**src/hdl/directional_focus_navigator_assert.svh**
```systemverilog
// assertion macros shared by the focus navigator modules
// expects clk_i and rst_ni in the including module
`ifndef DIRECTIONAL_FOCUS_NAVIGATOR_ASSERT_SVH
`define DIRECTIONAL_FOCUS_NAVIGATOR_ASSERT_SVH

// same-cycle implication
`define DFN_ASSERT_NOW(label, ante, cons, msg) \
  label: assert property (@(posedge clk_i) disable iff (!rst_ni) (ante) |-> (cons)) \
    else $error(msg);

// next-cycle implication
`define DFN_ASSERT_NEXT(label, ante, cons, msg) \
  label: assert property (@(posedge clk_i) disable iff (!rst_ni) (ante) |=> (cons)) \
    else $error(msg);

`endif

```
**src/hdl/dfn_pkg.sv**
```systemverilog
// shared types and constants of the directional focus navigator
// no dependencies
package dfn_pkg;

  localparam int MAX_TARGETS = 64;
  localparam int IDX_W       = $clog2(MAX_TARGETS);
  localparam int CNT_W       = $clog2(MAX_TARGETS + 1);
  localparam int ID_W        = 16;
  localparam int POS_W       = 16;
  localparam int SIZE_W      = 15;
  localparam int NAV_W       = 4;
  localparam int SQ_W        = 32;
  localparam int DIST_W      = SQ_W + 1;

  typedef enum logic [1:0] {
    CMD_SAMPLE = 2'd0,
    CMD_BEGIN  = 2'd1,
    CMD_ADD    = 2'd2,
    CMD_END    = 2'd3
  } cmd_e;

  typedef enum logic [1:0] {
    DIR_LEFT  = 2'd0,
    DIR_RIGHT = 2'd1,
    DIR_UP    = 2'd2,
    DIR_DOWN  = 2'd3
  } dir_e;

  typedef enum logic [1:0] {
    WALK_FIND = 2'd0,
    WALK_STEP = 2'd1,
    WALK_OVER = 2'd2
  } walk_e;

  typedef enum logic [3:0] {
    ST_IDLE,
    ST_FIND_WALK,
    ST_FIND_DRAIN,
    ST_REHOME,
    ST_DIR_CHECK,
    ST_FROM_RD,
    ST_FROM_WAIT,
    ST_STEP_WALK,
    ST_STEP_DRAIN,
    ST_STEP_APPLY,
    ST_OVER_WALK,
    ST_OVER_DRAIN,
    ST_FINISH,
    ST_RESULT
  } state_e;

  typedef struct packed {
    logic [ID_W-1:0]          id;
    logic signed [POS_W-1:0]  x;
    logic signed [POS_W-1:0]  y;
    logic [SIZE_W-1:0]        w;
    logic [SIZE_W-1:0]        h;
  } slot_t;

  typedef struct packed {
    logic             snap_load;
    logic             list_clear;
    logic             add_write;
    logic             rd_en;
    logic             from_rd;
    logic [IDX_W-1:0] rd_addr;
    walk_e            mode;
    dir_e             dir;
    logic             walk_init;
    logic             rehome;
    logic             resolve_init;
    logic             step_apply;
    logic             finish;
    logic             out_load;
  } ctrl_cmd_t;

  typedef struct packed {
    logic [CNT_W-1:0] count;
    logic [NAV_W-1:0] nav_edge;
    logic             cur_valid;
    logic             resolved;
    logic             busy;
    logic             out_free;
  } ctrl_sts_t;

endpackage

```
**src/hdl/dfn_ctrl.sv**
```systemverilog
// sequencer of the focus navigator: table walks and resolve steps
// depends on dfn_pkg and the assertion header
`include "directional_focus_navigator_assert.svh"

module dfn_ctrl (
  input  logic               clk_i,
  input  logic               rst_ni,
  input  logic               in_valid_i,
  input  logic [1:0]         in_cmd_i,
  output logic               in_ready_o,
  input  dfn_pkg::ctrl_sts_t sts_i,
  output dfn_pkg::ctrl_cmd_t cmd_o
);

  dfn_pkg::state_e              state_q, state_d;
  logic [dfn_pkg::IDX_W-1:0]    idx_q, idx_d;
  logic [2:0]                   dir_q, dir_d;
  logic                         last_idx;
  logic                         accept;
  dfn_pkg::cmd_e                op;

  assign op       = dfn_pkg::cmd_e'(in_cmd_i);
  assign accept   = in_valid_i && (state_q == dfn_pkg::ST_IDLE);
  assign last_idx = ({1'b0, idx_q} == (sts_i.count - dfn_pkg::CNT_W'(1)));

  always_ff @(posedge clk_i or negedge rst_ni) begin
    if (!rst_ni) begin
      state_q <= dfn_pkg::ST_IDLE;
      idx_q   <= '0;
      dir_q   <= '0;
    end else begin
      state_q <= state_d;
      idx_q   <= idx_d;
      dir_q   <= dir_d;
    end
  end

  always_comb begin
    state_d    = state_q;
    idx_d      = idx_q;
    dir_d      = dir_q;
    in_ready_o = 1'b0;
    cmd_o      = '0;
    cmd_o.rd_addr = idx_q;
    cmd_o.dir     = dfn_pkg::dir_e'(dir_q[1:0]);
    cmd_o.mode    = dfn_pkg::WALK_FIND;

    unique case (state_q)
      dfn_pkg::ST_IDLE: begin
        in_ready_o = 1'b1;
        if (accept) begin
          unique case (op)
            dfn_pkg::CMD_SAMPLE: cmd_o.snap_load  = 1'b1;
            dfn_pkg::CMD_BEGIN:  cmd_o.list_clear = 1'b1;
            dfn_pkg::CMD_ADD:    cmd_o.add_write  = 1'b1;
            dfn_pkg::CMD_END: begin
              cmd_o.walk_init = 1'b1;
              idx_d   = '0;
              state_d = (sts_i.count != '0) ? dfn_pkg::ST_FIND_WALK : dfn_pkg::ST_REHOME;
            end
            default: ;
          endcase
        end
      end
      dfn_pkg::ST_FIND_WALK: begin
        cmd_o.rd_en = 1'b1;
        if (last_idx) state_d = dfn_pkg::ST_FIND_DRAIN;
        else idx_d = idx_q + dfn_pkg::IDX_W'(1);
      end
      dfn_pkg::ST_FIND_DRAIN: begin
        if (!sts_i.busy) state_d = dfn_pkg::ST_REHOME;
      end
      dfn_pkg::ST_REHOME: begin
        cmd_o.rehome = 1'b1;
        if (sts_i.resolved) begin
          state_d = dfn_pkg::ST_RESULT;
        end else begin
          cmd_o.resolve_init = 1'b1;
          dir_d   = '0;
          state_d = dfn_pkg::ST_DIR_CHECK;
        end
      end
      dfn_pkg::ST_DIR_CHECK: begin
        if (dir_q[2]) begin
          cmd_o.walk_init = 1'b1;
          cmd_o.mode      = dfn_pkg::WALK_OVER;
          idx_d   = '0;
          state_d = (sts_i.count != '0) ? dfn_pkg::ST_OVER_WALK : dfn_pkg::ST_FINISH;
        end else if (sts_i.nav_edge[dir_q[1:0]] && sts_i.cur_valid) begin
          state_d = dfn_pkg::ST_FROM_RD;
        end else begin
          dir_d = dir_q + 3'd1;
        end
      end
      dfn_pkg::ST_FROM_RD: begin
        cmd_o.rd_en   = 1'b1;
        cmd_o.from_rd = 1'b1;
        cmd_o.mode    = dfn_pkg::WALK_STEP;
        state_d = dfn_pkg::ST_FROM_WAIT;
      end
      dfn_pkg::ST_FROM_WAIT: begin
        cmd_o.walk_init = 1'b1;
        cmd_o.mode      = dfn_pkg::WALK_STEP;
        idx_d   = '0;
        state_d = dfn_pkg::ST_STEP_WALK;
      end
      dfn_pkg::ST_STEP_WALK: begin
        cmd_o.rd_en = 1'b1;
        cmd_o.mode  = dfn_pkg::WALK_STEP;
        if (last_idx) state_d = dfn_pkg::ST_STEP_DRAIN;
        else idx_d = idx_q + dfn_pkg::IDX_W'(1);
      end
      dfn_pkg::ST_STEP_DRAIN: begin
        cmd_o.mode = dfn_pkg::WALK_STEP;
        if (!sts_i.busy) state_d = dfn_pkg::ST_STEP_APPLY;
      end
      dfn_pkg::ST_STEP_APPLY: begin
        cmd_o.step_apply = 1'b1;
        cmd_o.mode       = dfn_pkg::WALK_STEP;
        dir_d   = dir_q + 3'd1;
        state_d = dfn_pkg::ST_DIR_CHECK;
      end
      dfn_pkg::ST_OVER_WALK: begin
        cmd_o.rd_en = 1'b1;
        cmd_o.mode  = dfn_pkg::WALK_OVER;
        if (last_idx) state_d = dfn_pkg::ST_OVER_DRAIN;
        else idx_d = idx_q + dfn_pkg::IDX_W'(1);
      end
      dfn_pkg::ST_OVER_DRAIN: begin
        cmd_o.mode = dfn_pkg::WALK_OVER;
        if (!sts_i.busy) state_d = dfn_pkg::ST_FINISH;
      end
      dfn_pkg::ST_FINISH: begin
        cmd_o.finish = 1'b1;
        state_d = dfn_pkg::ST_RESULT;
      end
      dfn_pkg::ST_RESULT: begin
        if (sts_i.out_free) begin
          cmd_o.out_load = 1'b1;
          state_d = dfn_pkg::ST_IDLE;
        end
      end
      default: state_d = dfn_pkg::ST_IDLE;
    endcase
  end

  `DFN_ASSERT_NEXT(a_end_leaves_idle,
    in_valid_i && in_ready_o && (in_cmd_i == dfn_pkg::CMD_END),
    state_q != dfn_pkg::ST_IDLE, "end transaction did not start a walk")
  `DFN_ASSERT_NOW(a_walk_in_range, cmd_o.rd_en && !cmd_o.from_rd,
    {1'b0, cmd_o.rd_addr} < sts_i.count, "walk address beyond table fill")
  `DFN_ASSERT_NOW(a_load_when_free, cmd_o.out_load, sts_i.out_free,
    "result loaded over a pending transaction")

endmodule

```
**config.mk**
```make
export PLATFORM = sky130hd
export DESIGN_NAME = dfn_ctrl
export DESIGN_NICKNAME = d
export VERILOG_FILES = /design/src/hdl/dfn_pkg.sv /design/src/hdl/dfn_ctrl.sv
export VERILOG_INCLUDE_DIRS = /design/src /design/src/hdl
export SDC_FILE = /design/constraint.sdc
export NUM_CORES = 1
export LEC_CHECK = 0
export ABC_AREA = 1
export BUFFER_PORTS_ARGS = -buffer_cell sky130_fd_sc_hd__clkbuf_2
export CORE_ASPECT_RATIO = 1.25
export CORE_MARGIN = 2
export CORE_UTILIZATION = 30
export DETAILED_ROUTE_END_ITERATION = 10
export PLACE_DENSITY = 0.63
export RECOVER_POWER = 50
export SLEW_MARGIN = 20
export SYNTH_ARGS = -nofsm -noshare
export SYNTH_HDL_FRONTEND = slang
export SYNTH_SLANG_ARGS = --single-unit
```
**constraint.sdc**
```tcl
create_clock -name clk_i -period 1.5 [get_ports clk_i]
set_clock_uncertainty 0.2 [all_clocks]
set_input_delay 0.15 -clock clk_i [delete_from_list [all_inputs] [get_ports clk_i]]
set_output_delay 0.15 -clock clk_i [all_outputs]
set_load 0.02 [all_outputs]
```
==> results of run 1 <==
power by group:
part	total, W	switching (W)	internal, W
registers	0.000682	0.000194	0.000488
clock network	0.000325	0.000137	0.000188
logic	0.00413	0.00208	0.00205
cell type report:
| type | instances | area [um2] | share of cell area [%] |
|---|---|---|---|
| clock buffer | 4 | 45.04 | 1.667 |
| inverter | 34 | 132.6 | 4.907 |
| multi-input combinational | 175 | 1119 | 41.39 |
| sequential | 13 | 334.1 | 12.36 |
| tap | 58 | 72.57 | 2.685 |
| timing repair buffer | 124 | 999.7 | 36.99 |
worst paths after layout:
kind	start	to
worst max-delay path	state_q[2]$_DFFE_PN0P_	cmd_o[8]
worst min-delay path	sts_i[2]	dir_q[2]$_DFFE_PN0P_
worst max register to register	state_q[2]$_DFFE_PN0P_	state_q[3]$_DFFE_PN0P_
worst min register to register	idx_q[4]$_DFFE_PN0P_	idx_q[4]$_DFFE_PN0P_
max in group asynchronous	rst_ni	idx_q[1]$_DFFE_PN0P_
min in group asynchronous	rst_ni	idx_q[5]$_DFFE_PN0P_
state kept, by name, summed over array words and instances, names as in the netlist:
name     count
dir_q        3
state_q      4
idx_q        6
critical path: cells and delay by family, from the launching register on:
family / cells / cell delay [ps]
simple gates: 2 / 150
flops: 1 / 470
compound gates: 1 / 200
buf+inv: 6 / 660
cell usage in the layout, fill, tap and decap left out, types with 2 or more instances in the layout:
master    count
clkbuf_1      2
inv_1        21
clkbuf_4      2
dfrtp_1       6
nor3_1        2
inv_4         2
nor2_2        9
ha_1          3
xnor2_1       2
o21ai_2       3
nand3_1      21
nand2_4       6
o21ai_0       2
buf_6        14
clkbuf_2     26
buf_8         6
nor2_4       10
nor2_1       15
clkbuf_8      7
nor3_4        3
nand4_1       8
xor2_1        4
o211ai_1      2
buf_4        69
nand2_1      59
nand2_2      13
inv_2        11
nand3_2       2
dfrtp_2       7
routing by layer:
layer | up-vias | global-route usage, %
met5 | - | 0
met4 | 0 | 11.28
met3 | 15 | 1.693
met2 | 47 | 39.06
met1 | 860 | 19.39
li1 | 966 | -
kinds of logic (layout without fill, tap and decap cells):
group                      Yosys count  after routing  share of synthesized area (%)
and+or+nand+nor                    150            150                          50.55
buffers and inverters               36            162                          10.58
AOI/OAI and AO/OA                   15             15                          7.664
DFF                                 13             13                          23.72
xor gates and xnor gates             6              6                          3.832
adders and majority gates            4              4                          3.650
per-stage QoR:
step	hold slack, ps	TNS [ps]	utilization (%)
after floorplan	-345.6	-3391	-
after global placement	-136.6	-5891	48.86
after detailed placement	-124.9	-5870	48.86
after CTS	151.2	-9373	57.27
after global routing	218.5	-12960	61.54
final	178.7	-10950	61.54
what timing repair did:
item                       CTS  global route
resized for setup           58            37
pin swaps                   18            20
gates cloned                 0             0
hold buffers                 1             0
hold endpoints to repair    13             0
setup endpoints to repair   27            27
setup buffers               16             9
==> run metrics, run 1 <==
area of the mapped netlist approximately 0.0014 mm2; first drt pass iteration count 4; overall die height 79.59 um; ratio of total power to cell area between 1500 and 2000 mW/mm2; fraction of post-synthesis cell area in the top cell type by area between 20% and 30%; die extent in x between 60 and 70 um; final cell count without fillers slightly above 400; number of distinct standard cells referenced by the synthesized netlist 28; signed area change from the synthesized netlist to the final layout 97.08%; count of standard-cell rows 27; top routing layer in use met4; cell type with the largest total area after synthesis dfrtp_1; placed inst area ~0.0021 mm2; static power due to leakage 1.445 nW; post-layout worst setup margin -596.5 ps; worst slack, placed -356.2 ps; register bit count reported by yosys 13; Post-Syn Instances between 200 and 250; dpl hpwl between 3000 and 4000 um; total I/O pin count 42; capturing element type of the critical path primary output; final total power a little over 0.005 W; final wirelength approximately 5100 um; setup repair after global routing missed its margin true; Synth async-reset ratio 100.0%; Arrival @ worst endpoint roughly 1800 ps; clock latency of the later-clocked register in the worst-skew pair between 200 and 300 ps; relative max-transition margin about 50%; length of routed met2 wiring roughly 2800 um; placed cells roughly 380; CTS Sinks 13; violations in the final reports setup timing; max frequency around 480 MHz; outcome finished with violations; clock tree root driver cell clkbuf_8; detailed-route wire length per cell 12.60 um; Max Root-Sink Buffers 2; layout cell share with drive strength beyond 1 approximately 57%; CTS clock-pin slew for the worst setup and hold paths approximately 60 ps; number of setup violations in the final report 27; critical path peak fanout 4; IO Port Bufs 41; count of nets left with antenna violations after detail routing 0; DRC violations left 0; remaining global-route overflow 0; critical path launch point type flip-flop; most instantiated library cell after synthesis nand2_1; antenna fix cells 0; predominant post-synthesis flop cell dfrtp_1; Critical Path RT between 1000 and 1500 ps; largest net degree at the start of global routing 14; gp weighted congestion between 0.8 and 0.9; delay contributed by the slowest stage of the critical path roughly 470 ps; type of the tightest min-delay check primary input to flip-flop; Final min period ~2100 ps; top cells by area in the synthesized netlist dfrtp_1 (24%), nand2_1 (20%), nand3_1 (8.0%); met3 wire length between 100 and 150 um; pin slew with the least headroom to its limit ~750 ps; detailed-route via count approximately 1,900; initial DRC count 37; total count of max-transition violations in the final report 0; average footprint of a synthesized cell 6.122 um2; clock buffer count from CTS 3; count of flip-flops with a built-in enable after synthesis 0; share of the cycle needed by the critical path after routing 139.8%; total global-route track usage around a fifth; final hold vios 0; initial standard-cell utilization of the core a little under a third; MaxCap Viol Count 0; flop-to-flop setup slack -520 ps; kind of critical path flip-flop to primary output; Final Instance Area between 0.002 and 0.003 mm2; cell with the largest stage delay on the worst path dfrtp_2; full die area roughly 0.005 mm2; Post-Synthesis Net Count around 250; Core ar. approximately 0.0044 mm2; synth cell count leaders nand2_1 (73), inv_1 (29), nand3_1 (22), nor2_1 (22), dfrtp_1 (13); met1 wire length around 2000 um; via count of the first global-routing pass ~1,900; Nets about 380; deepest level of the CTS H-tree 1; sequential share of the synthesized area 23.72%; Syn. warnings 0; number of antenna violations at the first check in global routing 0; IR Drop Worst-Case VDD 1.241 mV; number of fill cells 380; clock tree from TritonCTS yes; count of cells along the worst register-to-register path 12; CP Cell Sequence inv_2 -> buf_4 -> buf_4 -> buf_6 -> nand2_4 -> buf_6 -> o21a_1 -> nand2_1 -> clkbuf_8; hold path depth 5; global-route wire length before repair between 7000 and 8000 um; via/cell ratio 4.627
No activity file was read; power rests on OpenSTA's default activity.
==> run 2, diff against run 1 <==
Settings changed: CORE_UTILIZATION 30 to 35, PLACE_DENSITY 0.63 to 0.68.
Clock period 1.5 ns to 2.65 ns, I/O delays scaled along.
==> run metrics, run 2 (synthesis gave the netlist of run 1 again) <==
outcome finished clean; combined buffer and inverter count along the critical path 3 (-3); initial DRC count 65 (+76%); Biggest register idx_q; clock group share of total power 10.5% (+4.2 points); full die area 0.004438 mm2 (-14%); deepest level of the CTS H-tree 1 (unchanged); sequential share of power 23.1% (+9.8 points); clock tree root driver cell clkbuf_8; MaxCap Viol Count 0 (unchanged); hold path depth 6 (+1); met1 wire length 1443 um (-27%); IR Drop Worst-Case VDD 0.4460 mV (-64%); global-route wire length before repair 5830 um (-26%); CTS Sinks 13 (unchanged); RR Endpoint idx_q[3]$_DFFE_PN0P_; top routing layer in use met4; startpoint of the lowest-slack hold path sts_i[1]; most frequent cell on the critical path nor2_2; remaining global-route overflow 0 (unchanged); worst-case hold slack 272.3 ps (+93.59 ps); Largest regs idx_q (6), state_q (4), dir_q (3); count of nets left with antenna violations after detail routing 0 (unchanged); setup TNS after final layout 0 ps (+10,950 ps); final wirelength 3600 um (-30%); total count of max-transition violations in the final report 0 (unchanged); critical path peak fanout 7 (+3); net switching power of the design 0.0009390 W (-61%); CP Cell Sequence nor2_2 -> inv_1 -> nor2_2 -> inv_2 -> a31oi_4 -> nand2_4 -> nor2_2 -> clkbuf_2; layout cell share with drive strength beyond 1 22.39% (-34 points); die extent in x 59.99 um (-7.0%); antenna fix cells 0 (unchanged); static power due to leakage 0.9184 nW (-36%); share of the cycle needed by the critical path after routing slightly above 90%; clock tree from TritonCTS yes; capturing element type of the critical path primary output; kind of critical path flip-flop to primary output; overall die height 73.99 um (-7.0%); signed area change from the synthesized netlist to the final layout 21.90%; dpl hpwl 3009 um (-16%); clock latency of the later-clocked register in the worst-skew pair 240 ps (about the same); cell family contributing the most delay on the critical path simple AND/OR/NAND/NOR gates; final hold vios 0 (unchanged); Critical Path RT 2180 ps (+1030 ps); max frequency between 400 and 500 MHz; detailed-route wire length per cell 11.18 um (-11%); count of standard-cell rows 25 (-7.4%); fraction of power spent switching nets 55.76% (+8.8 points); flop-to-flop setup slack 730 ps (+1250 ps); via count of the first global-routing pass 1,418 (-25%); cell with the largest stage delay on the worst path dfrtp_1; Nets 293 (-22%); DRC violations left 0 (unchanged); most common cell after layout, fill and taps aside nand2_1; Final min period between 2000 and 2500 ps; delay contributed by the slowest stage of the critical path 470 ps (about the same); met3 wire length 152 um (+20%); relative max-transition margin 50.86% (+0.87 points); end of the worst hold path state_q[1]$_DFFE_PN0P_; IO Port Bufs 41 (unchanged); CTS clock-pin slew for the worst setup and hold paths 60 ps (about the same); top library cells by usage in the layout, fill and taps aside nand2_1 (73), clkbuf_2 (31), inv_1 (29), nor2_1 (22), nand3_1 (22); startpoint of the worst-slack reg-to-reg timing path state_q[1]$_DFFE_PN0P_; type of the tightest min-delay check primary input to flip-flop; critical path launch point type flip-flop; initial standard-cell utilization of the core 36.23% (+5.0 points); Max Root-Sink Buffers 2 (unchanged); Gates resized, CTS repair 0 (-100%); ratio of total power to cell area 1007 mW/mm2 (-47%); number of antenna violations at the first check in global routing 0 (unchanged); flip-flop count of the largest register after layout 6 (unchanged); setup repair after global routing missed its margin false; first drt pass iteration count 4 (unchanged); total global-route track usage 17.09% (-2.5 points); share of total power in combinational logic 66.5% (-14 points); number of setup violations in the final report 0 (-100%); Arrival @ worst endpoint 1980 ps (+230 ps); Critical Path Stages 8 (-1); gp weighted congestion 0.8235 (-5.9%); largest net degree at the start of global routing 14 (unchanged); Core ar. 0.003785 mm2 (-14%); internal power summed over all cells 0.0007449 W (-73%); total I/O pin count 42 (unchanged); length of routed met2 wiring 1954 um (-31%); detailed-route via count 1,547 (-18%); via/cell ratio 4.804 (+3.8%); count of cells along the worst register-to-register path 8 (-4); clock buffer count from CTS 3 (unchanged); pin slew with the least headroom to its limit 737.2 ps (-13.05 ps)
[run 2: cell count changes in the layout (fill, tap and decap cells not counted), moves of 7 or more]
cell / change
dfrtp_2: -7
nand2_2: -9
clkbuf_1: +9
buf_4: -69
nor2_1: +7
nor2_4: -9
dfrtp_1: +7
inv_2: -7
inv_1: +8
nand2_1: +14
buf_6: -14
[run 2: layout make-up]
cell class	instances	area [um2]
Sequential cell	13	325.3
Inverter	34	130.1
Fill cell	420	2113
Timing Repair Buffer	42	202.7
Tap cell	54	67.56
Clock buffer	4	45.04
Multi-Input combinational cell	175	900.9
[run 2: power by group through the flow]
stage / combinational (W) / sequential [W] / clock, W
5_1_grt: 0.00127 / 0.000396 / 0.000196
4_1_cts: 0.00114 / 0.000386 / 0.000181
3_3_place_gp: 0.00112 / 0.000388 / 0
6_report: 0.00112 / 0.000389 / 0.000176
3_5_place_dp: 0.00114 / 0.000388 / 0
2_1_floorplan: 0.000869 / 0.000378 / 0
[run 2: worst max path at each step]
stage                     slack (ps)         to                    from
after global placement           490   cmd_o[5]  state_q[0]$_DFFE_PN0P_
after floorplan                  560  cmd_o[19]  state_q[2]$_DFFE_PN0P_
after CTS                        210   cmd_o[5]  state_q[0]$_DFFE_PN0P_
after detailed placement         480   cmd_o[5]  state_q[0]$_DFFE_PN0P_
after global routing              50   cmd_o[5]  state_q[0]$_DFFE_PN0P_
final                            200   cmd_o[5]  state_q[1]$_DFFE_PN0P_
[run 2: per-layer routing]
| layer | global-route usage, % | vias up |
|---|---|---|
| li1 | - | 799 |
| met4 | 3.704 | 0 |
| met5 | 0 | - |
| met2 | 34.42 | 46 |
| met3 | 3.130 | 6 |
| met1 | 17.67 | 696 |
[run 2: repair_timing]
action | 4_1_cts | 5_1_grt
setup endpoints to repair | 0 | 0
setup buffers | 0 | 0
hold buffers | 1 | 0
endpoints found under the hold margin | 13 | 0
[run 2: through the flow]
stage	worst slack (ps)	std cells	cell area (um2)	total power [W]	util (%)
floorplan	564.6	224	1371	0.001247	-
global placement	490.5	317	1629	0.001505	43.04
detailed placement	476.4	317	1629	0.001524	43.04
CTS	210.7	322	1684	0.001707	44.50
global route	48.27	322	1672	0.001858	44.17
finish	204.8	322	1672	0.001684	44.17
[run 2: tightest hold or removal path, cell delays in order]
cell and delay, ps:
clkbuf_2 70, o21ai_1 50, nand3_1 90, a21oi_2 60, nand3_1 80, nand2_1 50
==> run 3, diff against run 2 <==
Settings changed: CELL_PAD_IN_SITES_DETAIL_PLACEMENT from default to 0, CELL_PAD_IN_SITES_GLOBAL_PLACEMENT from default to 1, CTS_BUF_LIST from default to sky130_fd_sc_hd__clkbuf_8, MAX_ROUTING_LAYER from default to met4, PLACE_DENSITY 0.68 to 0.91.
==> run metrics, run 3 (synthesis gave the netlist of run 1 again) <==
outcome finished clean; clock tree root driver cell clkbuf_8; critical path peak fanout 7 (unchanged); signed area change from the synthesized netlist to the final layout 21.62%; number of fill cells 440 (+4.8%); clock tree from TritonCTS yes; via count of the first global-routing pass 1,412 (-0.42%); CP Cell Sequence nor2_1 -> inv_2 -> nor2_2 -> inv_2 -> a31oi_4 -> nand2_4 -> nor2_2 -> clkbuf_2; CTS Sinks 13 (unchanged); total global-route track usage 17.53% (+0.44 points); share of the cycle needed by the critical path after routing 93.32% (+1.0 points); CTS clock-pin slew for the worst setup and hold paths 50 ps (about the same); Max Root-Sink Buffers 2 (unchanged); deepest level of the CTS H-tree 1 (unchanged); overall die height 73.99 um (unchanged); cell with the largest stage delay on the worst path dfrtp_1; pin slew with the least headroom to its limit 685.1 ps (-52.08 ps); Core ar. 0.003785 mm2 (unchanged); worst slack, placed 412.8 ps (-63.67 ps); MaxCap Viol Count 0 (unchanged); total count of max-transition violations in the final report 0 (unchanged); global-route wire length before repair 5913 um (+1.4%); area of all sequential standard cells 325.3 um2 (unchanged); detailed-route via count 1,508 (-2.5%); Crit. Startpoint state_q[2]$_DFFE_PN0P_; count of nets left with antenna violations after detail routing 0 (unchanged); count of standard-cell rows 25 (unchanged); top library cells by usage in the layout, fill and taps aside nand2_1 (73), clkbuf_2 (32), inv_1 (30), nor2_1 (24), nand3_1 (22); startpoint of the worst-slack reg-to-reg timing path state_q[2]$_DFFE_PN0P_; Final min period 2473 ps (+27.72 ps); remaining global-route overflow 0 (unchanged); detailed-route wire length per cell 10.70 um (-4.3%); Nets 293 (unchanged); largest net degree at the start of global routing 14 (unchanged); final hold vios 0 (unchanged); total I/O pin count 42 (unchanged); IR Drop Worst-Case VDD 0.5762 mV (+29%); type of the tightest min-delay check primary input to flip-flop; Critical Path Stages 8 (unchanged); critical path launch point type flip-flop; delay contributed by the slowest stage of the critical path 460 ps (about the same); number of setup violations in the final report 0 (unchanged); first drt pass iteration count 4 (unchanged); DRC violations left 0 (unchanged); layout cell share with drive strength beyond 1 22.01% (-0.37 points); number of antenna violations at the first check in global routing 0 (unchanged); full die area 0.004438 mm2 (unchanged); relative max-transition margin 54.33% (+3.5 points); Largest regs idx_q (6), state_q (4), dir_q (3); kind of critical path flip-flop to primary output; dpl hpwl 3005 um (-0.13%); capturing element type of the critical path primary output; setup repair bufs after CTS 0 (unchanged); static power due to leakage 0.9257 nW (+0.80%); hold path depth 6 (unchanged); IO Port Bufs 41 (unchanged); most common cell after layout, fill and taps aside nand2_1; ratio of total power to cell area 996.1 mW/mm2 (-1.1%); cell family contributing the most delay on the critical path simple AND/OR/NAND/NOR gates; setup TNS after final layout 0 ps (unchanged); clock latency of the later-clocked register in the worst-skew pair 240 ps (about the same); Biggest register idx_q; setup repair after global routing missed its margin false; post-layout worst setup margin 177.0 ps (-27.72 ps); Gates resized, CTS repair 0 (unchanged); Critical Path RT 2180 ps (about the same); initial standard-cell utilization of the core 36.23% (unchanged); final wirelength 3445 um (-4.3%); count of cells along the worst register-to-register path 8 (unchanged); initial DRC count 50 (-23%); gp weighted congestion 0.8122 (-1.4%); die extent in x 59.99 um (unchanged); flip-flop count of the largest register after layout 6 (unchanged); combined buffer and inverter count along the critical path 3 (unchanged); max frequency 404.4 MHz (-1.1%); antenna fix cells 0 (unchanged); multi-input logic area 895.9 um2 (-0.56%); via/cell ratio 4.683 (-2.5%); clock buffer count from CTS 3 (unchanged); startpoint of the lowest-slack hold path sts_i[1]; Arrival @ worst endpoint 2010 ps (+30 ps)
[run 3: cell types whose count changed in the layout (fill, tap and decap cells not counted), sizes merged]
cell	change
inv	+1
clkbuf	-1
[run 3: where the power goes]
group / total, W / switching, W / internal, W
Combinational: 0.00111 / 0.000746 / 0.000369
Sequential: 0.000382 / 0.000113 / 0.000269
Clock: 0.000165 / 0.0000631 / 0.000102
[run 3: tightest hold or removal path, cell delays in order]
cell	delay [ps]
clkbuf_2	80
o21ai_1	50
nand3_1	90
a21oi_2	60
nand3_1	80
nand2_1	50
[run 3: path summary, 6_finish.rpt]
kind / end / slack, ps
setup / recovery: cmd_o[5] / 180
hold / removal: state_q[0]$_DFFE_PN0P_ / 270
setup reg to reg: idx_q[0]$_DFFE_PN0P_ / 700
hold reg to reg: idx_q[4]$_DFFE_PN0P_ / 370
max in group asynchronous: idx_q[1]$_DFFE_PN0P_ / 1420
min in group asynchronous: idx_q[5]$_DFFE_PN0P_ / 390
[run 3: layer usage]
layer | GRT usage (%) | share of wire (%) | vias to the layer above
li1 | - | - | 803
met1 | 19.14 | 41 | 666
met2 | 33.21 | 55 | 35
met3 | 1.043 | 2.8 | 4
met4 | 5.185 | 1.1 | 0
met5 | - | 0 | -
[run 3: cell type report]
class / instances / area share [%]
clock buffer: 3 / 2.476
inverter: 34 / 7.802
tap: 54 / 4.051
sequential: 13 / 19.50
clock inverter: 1 / 0.2251
timing repair buffer: 42 / 12.23
multi-input combinational: 175 / 53.71
[run 3: per-stage QoR]
stage               hold WS (ps)  cells  total power [W]  cell area, um2  util [%]
detailed placement        -22.44    317         0.001528            1629     43.04
finish                     271.4    322         0.001661            1668     44.07
global route               322.8    322         0.001849            1668     44.07
CTS                        258.2    322         0.001697            1684     44.50
global placement          -28.66    317         0.001513            1629     43.04
floorplan                 -230.6    224         0.001247            1371         -
[run 3: repair_timing]
action	in CTS	in global routing
hold buffers	1	0
endpoints found under the setup margin	0	0
endpoints found under the hold margin	13	0
